File: config.mk
export PLATFORM = sky130hd
export DESIGN_NAME = rbi_ctrl
export DESIGN_NICKNAME = d
export VERILOG_FILES = /design/src/design/rbi_pkg.sv /design/src/design/rbi_ctrl.sv
export SDC_FILE = /design/constraint.sdc
export NUM_CORES = 1
export LEC_CHECK = 0
export ABC_CLOCK_PERIOD_IN_PS = 1600
export BUFFER_PORTS_ARGS = -buffer_cell sky130_fd_sc_hd__buf_2
export CAP_MARGIN = 40
export CORE_MARGIN = 2
export CORE_UTILIZATION = 35
export CTS_BUF_LIST = sky130_fd_sc_hd__clkbuf_4
export CTS_CLUSTER_SIZE = 12
export DETAILED_ROUTE_END_ITERATION = 7
export PLACE_DENSITY_LB_ADDON = 0.15
export SLEW_MARGIN = 20
export SYNTH_ARGS = -nofsm -noshare
export SYNTH_HDL_FRONTEND = slang
export SYNTH_SLANG_ARGS = --single-unit
File: constraint.sdc
create_clock -name clk -period 1.6 [get_ports clk]
set_input_delay 0.16 -clock clk [delete_from_list [all_inputs] [get_ports clk]]
set_output_delay 0.16 -clock clk [all_outputs]
set_load 0.03 [all_outputs]
File: src/design/rbi_pkg.sv
// Shared types, constants and command structs for the rectilinear bilinear interpolator.
// No dependencies; used by the controller, the datapath and the top level.
package rbi_pkg;

  localparam int MaxXDef      = 64;
  localparam int MaxYDef      = 64;
  localparam int NumFieldsDef = 6;

  localparam int CountW = 7;
  localparam int IdxW   = 6;
  localparam int VarW   = 3;
  localparam int ValW   = 32;
  localparam int CrdW   = 24;

  // Request operation codes.
  localparam logic [1:0] OpLoadX  = 2'd0;
  localparam logic [1:0] OpLoadY  = 2'd1;
  localparam logic [1:0] OpLoadV  = 2'd2;
  localparam logic [1:0] OpInterp = 2'd3;

  // Configuration register indexes.
  localparam logic [0:0] CfgXCount = 1'b0;
  localparam logic [0:0] CfgYCount = 1'b1;

  // Datapath command from the controller.
  typedef struct packed {
    logic capture;    // latch the request
    logic do_load;    // perform the load write
    logic scan_start; // reset the bracket scan
    logic scan_step;  // compare one pair, issue coordinate reads
    logic div_start;  // start both fraction divisions
    logic div_step;   // one quotient bit
    logic rd_corner;  // issue a corner read
    logic [1:0] corner;
    logic lerp_row;   // blend one row or column
    logic [1:0] lerp_sel;
    logic fail;       // produce an out-of-range result
    logic finish;     // produce the blended result
  } rbi_cmd_t;

  // Datapath status to the controller.
  typedef struct packed {
    logic is_query;
    logic var_ok;
    logic scan_done;
    logic found_both;
    logic div_done;
  } rbi_sts_t;

endpackage

File: src/design/rbi_ctrl.sv
// Controller state machine of the interpolator: sequences loads and queries.
// Depends on rbi_pkg for the command and status structs.
module rbi_ctrl (
  input  logic              clk,
  input  logic              rst_n,
  input  logic              in_valid,
  output logic              in_stall,
  input  logic              res_full,
  output rbi_pkg::rbi_cmd_t cmd,
  input  rbi_pkg::rbi_sts_t sts
);

  localparam logic [3:0] StIdle  = 4'd0;
  localparam logic [3:0] StDec   = 4'd1;
  localparam logic [3:0] StScan  = 4'd2;
  localparam logic [3:0] StDiv   = 4'd3;
  localparam logic [3:0] StRd0   = 4'd4;
  localparam logic [3:0] StRd1   = 4'd5;
  localparam logic [3:0] StRd2   = 4'd6;
  localparam logic [3:0] StRd3   = 4'd7;
  localparam logic [3:0] StLerp0 = 4'd8;
  localparam logic [3:0] StLerp1 = 4'd9;
  localparam logic [3:0] StLerp2 = 4'd10;
  localparam logic [3:0] StDone  = 4'd11;
  localparam logic [3:0] StWait  = 4'd12;

  logic [3:0] state_r, state_nxt;

  // Accept a request only when idle; the result register decouples the output.
  assign in_stall = (state_r != StIdle);

  always_comb begin
    state_nxt = state_r;
    cmd = '0;
    case (state_r)
      StIdle: begin
        if (in_valid) begin
          cmd.capture = 1'b1;
          state_nxt = StDec;
        end
      end
      StDec: begin
        if (!sts.is_query) begin
          if (!res_full) begin
            cmd.do_load = 1'b1;
            state_nxt = StIdle;
          end
        end else if (!sts.var_ok) begin
          state_nxt = StWait;
        end else begin
          cmd.scan_start = 1'b1;
          state_nxt = StScan;
        end
      end
      StScan: begin
        if (sts.scan_done) begin
          if (sts.found_both) begin
            cmd.div_start = 1'b1;
            state_nxt = StDiv;
          end else begin
            state_nxt = StWait;
          end
        end else begin
          cmd.scan_step = 1'b1;
        end
      end
      StDiv: begin
        if (sts.div_done) begin
          cmd.rd_corner = 1'b1;
          cmd.corner = 2'd0;
          state_nxt = StRd0;
        end else begin
          cmd.div_step = 1'b1;
        end
      end
      StRd0: begin
        cmd.rd_corner = 1'b1;
        cmd.corner = 2'd1;
        state_nxt = StRd1;
      end
      StRd1: begin
        cmd.rd_corner = 1'b1;
        cmd.corner = 2'd2;
        state_nxt = StRd2;
      end
      StRd2: begin
        cmd.rd_corner = 1'b1;
        cmd.corner = 2'd3;
        state_nxt = StRd3;
      end
      StRd3: begin
        state_nxt = StLerp0;
      end
      StLerp0: begin
        cmd.lerp_row = 1'b1;
        cmd.lerp_sel = 2'd0;
        state_nxt = StLerp1;
      end
      StLerp1: begin
        cmd.lerp_row = 1'b1;
        cmd.lerp_sel = 2'd1;
        state_nxt = StLerp2;
      end
      StLerp2: begin
        cmd.lerp_row = 1'b1;
        cmd.lerp_sel = 2'd2;
        state_nxt = StDone;
      end
      StDone: begin
        if (!res_full) begin
          cmd.finish = 1'b1;
          state_nxt = StIdle;
        end
      end
      StWait: begin
        if (!res_full) begin
          cmd.fail = 1'b1;
          state_nxt = StIdle;
        end
      end
      default: state_nxt = StIdle;
    endcase
  end

  always_ff @(posedge clk) begin
    if (!rst_n) begin
      state_r <= StIdle;
    end else begin
      state_r <= state_nxt;
    end
  end

`ifndef SYNTHESIS
  // Only one result-producing command fires per cycle.
  a_one_result: assert property (@(posedge clk) disable iff (!rst_n)
    $onehot0({cmd.do_load, cmd.finish, cmd.fail}))
    else $error("rbi_ctrl: multiple result commands");
  // Results are never produced into a full result register.
  a_no_overrun: assert property (@(posedge clk) disable iff (!rst_n)
    (cmd.do_load || cmd.finish || cmd.fail) |-> !res_full)
    else $error("rbi_ctrl: result overrun");
  // A capture always moves the controller to decode.
  a_cap_dec: assert property (@(posedge clk) disable iff (!rst_n)
    cmd.capture |=> (state_r == StDec))
    else $error("rbi_ctrl: capture without decode");
`endif

endmodule

==> impl.org <==
** Timing
- Tightest Pin Transition :: 0.409 ns
- Worst Setup Slack, final :: 0.0553 ns
- Subtracting the final worst setup slack from the clock period gives 1.54 ns.
- Worst slew slack as a fraction of its limit :: 72.7%
- Final total negative setup slack :: 0 ns
- Max-slew violation count :: 0
- The number of endpoints with negative hold slack in the final report is 0.
- Based on the critical path, the design can be clocked at up to 0.647 GHz.
- On the final layout, the worst clock skew is 0.000496 ns.
- Hold slack final :: 0.162 ns
- Setup repair after global routing could not meet its margin everywhere.
- Dividing the final minimum period by the clock period gives 96.5%.
- Setup violations remaining at the end of the flow were counted as 0.

** Global routing
- Entering global routing, the biggest net connects 17 pins.
- The number of antenna violations at the first check in global routing is 0.
- Grt ovf :: 0
- The layer flagged by global routing as most heavily used is met2.
- The first global-routing pass estimated 2.46 mm of wire.
- Grt met2 use :: 28.1%
- The via count of the first global-routing pass is 552.
- Met3 track demand over resource :: 6.09%
- In the global route stage, met1 resource usage came out at 23.7%.
- Total Routing Usage GR :: 17.7%

** Synth
- Synth async-reset ratio :: 0%
- Most common cell in the synthesized netlist :: sky130_fd_sc_hd__nand2_1
- Synthesized net count :: 81
- The biggest area contributor in the post-synthesis netlist is sky130_fd_sc_hd__dfxtp_1.
- Mean instance size in the synthesized netlist :: 7.00 um^2
- After synthesis, the netlist uses 35 different library cells.
- Yosys printed 0 warnings.
- Ranked by instance count, the synthesized netlist is headed by 9 x sky130_fd_sc_hd__nand2_1, 7 x sky130_fd_sc_hd__nor2_1, 6 x sky130_fd_sc_hd__a21oi_1.
- Area contributors post-synth :: sky130_fd_sc_hd__dfxtp_1 16%, sky130_fd_sc_hd__nand2_1 6.7%, sky130_fd_sc_hd__a21oi_1 6.0%, sky130_fd_sc_hd__nor2_1 5.2%, sky130_fd_sc_hd__nor3b_1 4.5%
- The top cell type by area accounts for 15.9% of the synthesized area.
- Syn Inst Count :: 72
- Number of enable-type register cells in the synthesized netlist :: 0
- In the synthesized netlist the dominant register cell turns out to be sky130_fd_sc_hd__dfxtp_1.
- After synthesis the netlist holds a flip-flop and latch count of 4.
- Post-synthesis sequential area ratio :: 15.9%
- After synthesis the cells add up to 504 um^2.

** Worst setup path
- Cells along the critical path :: buf_4 > nand2b_1 > nor4b_2 > buf_4
- Tracing the worst setup path back leads to its startpoint at state_r[0].
- Worst Path Max Fanout :: 11
- On the critical path the largest part of the delay comes from simple AND/OR/NAND/NOR gates.
- Reg2reg setup slack :: 0.15 ns
- The worst setup path is captured at an output port.
- In this design, the critical path's most frequently occurring cell is sky130_fd_sc_hd__buf_4.
- Kind of critical path :: reg -> out
- In this run the number of cells on the critical path is 4.
- Kind of start point of the critical path :: flop
- Number of cells on the worst reg-to-reg path :: 4
- Worst endpoint data arrival time :: 1.38 ns
- The worst register-to-register path begins at state_r[3].
- Counting both buffers and inverters, the worst setup path holds a total of 2.
- Slowest-stage cell, CP :: sky130_fd_sc_hd__dfxtp_2
- For the worst setup path, the data required time is 1.44 ns.
- In this design, the stage delay of the slowest critical-path cell is 0.37 ns.

** Placement
- OpenSTA, run right after detailed placement, puts the worst setup slack at 0.0331 ns.
- After detailed placement, the total cell area comes to 663 um^2.
- The count of buffers added on input and output ports is 23.
- Counting tap cells, the placed design contains a total of 109 instances.
- Global placer's final weighted congestion :: 0.850
- Post-detailed-placement half-perimeter wirelength :: 1.09 mm

** Floorplan
- Floorplan die width :: 42.0 um
- Die outline area :: 1760 um^2
- During I/O placement, the number of pins put on the boundary was 24.
- Number of rows created at floorplan :: 13
- Once the floorplan was initialized, standard cells occupied 38.3% of the core.
- In this run the vertical extent of the chip is 42.0 um.
- In this run the standard cell core region covers 1320 um^2.

** Detailed routing
- Summing over every cut layer, the via total after detailed routing is 599.
- Dividing the detail-routed via count by the number of cells gives 5.35.
- The first detailed-routing pass ran for 4 iterations.
- Summed over all layers, the routed wires come to 1.47 mm.
- For this block, the initial DRC count from the detailed router was 10.
- Number of design rule violations left after detail routing :: 0
- Antenna-violating nets left :: 0
- DR WL/cell :: 13.2 um

** Worst hold path
- Path category of the worst min-delay check :: in -> reg
- In this run the most critical hold path is launched from rst_n.
- Min-Delay Path Depth :: 3

** Clock network
- Post-CTS Setup Repair Bufs :: 0
- CTS built an H-tree with a depth of 1.
- Counting along the longest clock path gives a buffer depth of 2.
- CTS Hold Buffers Added :: 0
- Cell chosen for the clock root :: sky130_fd_sc_hd__clkbuf_4
- Clock latency on the worst-skew pair, taken at its later pin, is 0.24 ns.
- TritonCTS sink count :: 4
- TritonCTS built the clock tree.
- TritonCTS created 3 clock buffers.
- Clock-pin slew on the worst setup and hold paths :: 0.04 ns

** Cells and area
- The register with the most flip-flops in the layout has 4 of them.
- After the last flow step, the layout net total stands at 108.
- Growth of design area from synthesis to finish :: 43.7%
- Leading registers by flop count :: state_r x4
- Antenna diode instance count :: 0
- Final core utilization :: 55.0%
- Of the cells placed in the final design, the portion with a size suffix greater than 1 is 46.4%.
- Most flops, register :: state_r
- The finished layout holds 112 standard cells, fillers aside.
- Summing all non-filler instances in the final layout gives an area of 724 um^2.

** Power and ir drop
- Maximum VDD drop :: 0.723 mV
- Power comes to 1.21 mW.
- For this design the static power due to leakage is 0.310 nW.
- In this run the power density over the cells is 1670 nW/um^2.

** Run status
- The flow ran to the end, and the final reports show no timing, DRC or antenna violations.

** Flow run
- Count of max-cap constraint violations :: 0
## layout make-up
| type | count | area, um^2 |
|---|---|---|
| fill | 122 | 593 |
| multi-input combinational | 57 | 397 |
| timing repair buffer | 30 | 188 |
| sequential | 4 | 87.6 |
| clock buffer | 3 | 22.5 |
| tap | 15 | 18.8 |
| inverter | 3 | 11.3 |
## routing by layer
metal  wire length [um]  share of wire (%)
met1                722                 49
met2                684                 46
met3                 65                4.4
met4                  0                  0
met5                  0                  0
## what timing repair did
item / CTS / global route
setup endpoints to repair: 5 / 5
resized for setup: 7 / 8
pin swaps: 0 / 1
## worst min-delay path, cell delays in order
cell	delay, ns
sky130_fd_sc_hd__buf_2	0.10
sky130_fd_sc_hd__o31ai_1	0.05
sky130_fd_sc_hd__a21oi_1	0.04
## where the power goes
part	switching [mW]	total (mW)	internal (mW)
logic	0.493	0.848	0.355
registers	0.0845	0.229	0.145
clock network	0.0462	0.130	0.0842
## worst paths after layout
path,endpoint
worst max-delay path,cmd[1]
worst min-delay path,state_r[0]
worst max register to register,state_r[3]
worst min register to register,state_r[3]
## kinds of logic after synthesis
kind of cell	after synthesis	synth area share, %
and+or+nand+nor	37	44.9
AOI/OAI and AO/OA	18	24.6
buffers and inverters	11	10.9
DFF	4	15.9
xor gates and xnor gates	1	1.74
muxes	1	1.99
## cells in the final DEF, fill, tap and decap left out, drive strengths merged
| cell type | synthesis | layout |
|---|---|---|
| nor4b | 2 | 2 |
| nor2 | 7 | 7 |
| or3 | 3 | 3 |
| inv | 3 | 3 |
| mux2i | 1 | 1 |
| o221ai | 1 | 1 |
| dfxtp | 4 | 4 |
| xnor2 | 1 | 1 |
| a21oi | 6 | 6 |
| a31oi | 1 | 1 |
| nand2b | 3 | 3 |
| buf | 4 | 29 |
| nand4bb | 1 | 1 |
| clkbuf | 4 | 4 |
| nor3 | 3 | 3 |
| and3b | 1 | 1 |
| nor3b | 3 | 3 |
| and3 | 2 | 2 |
| nand2 | 9 | 9 |
| a311oi | 2 | 2 |
| o21ai | 3 | 3 |
| o22a | 1 | 1 |
| o31ai | 1 | 1 |
| nand4b | 2 | 2 |
| a221oi | 1 | 1 |
| nand3 | 1 | 1 |
| a211oi | 2 | 2 |
Power figures use the tool's default switching activity.
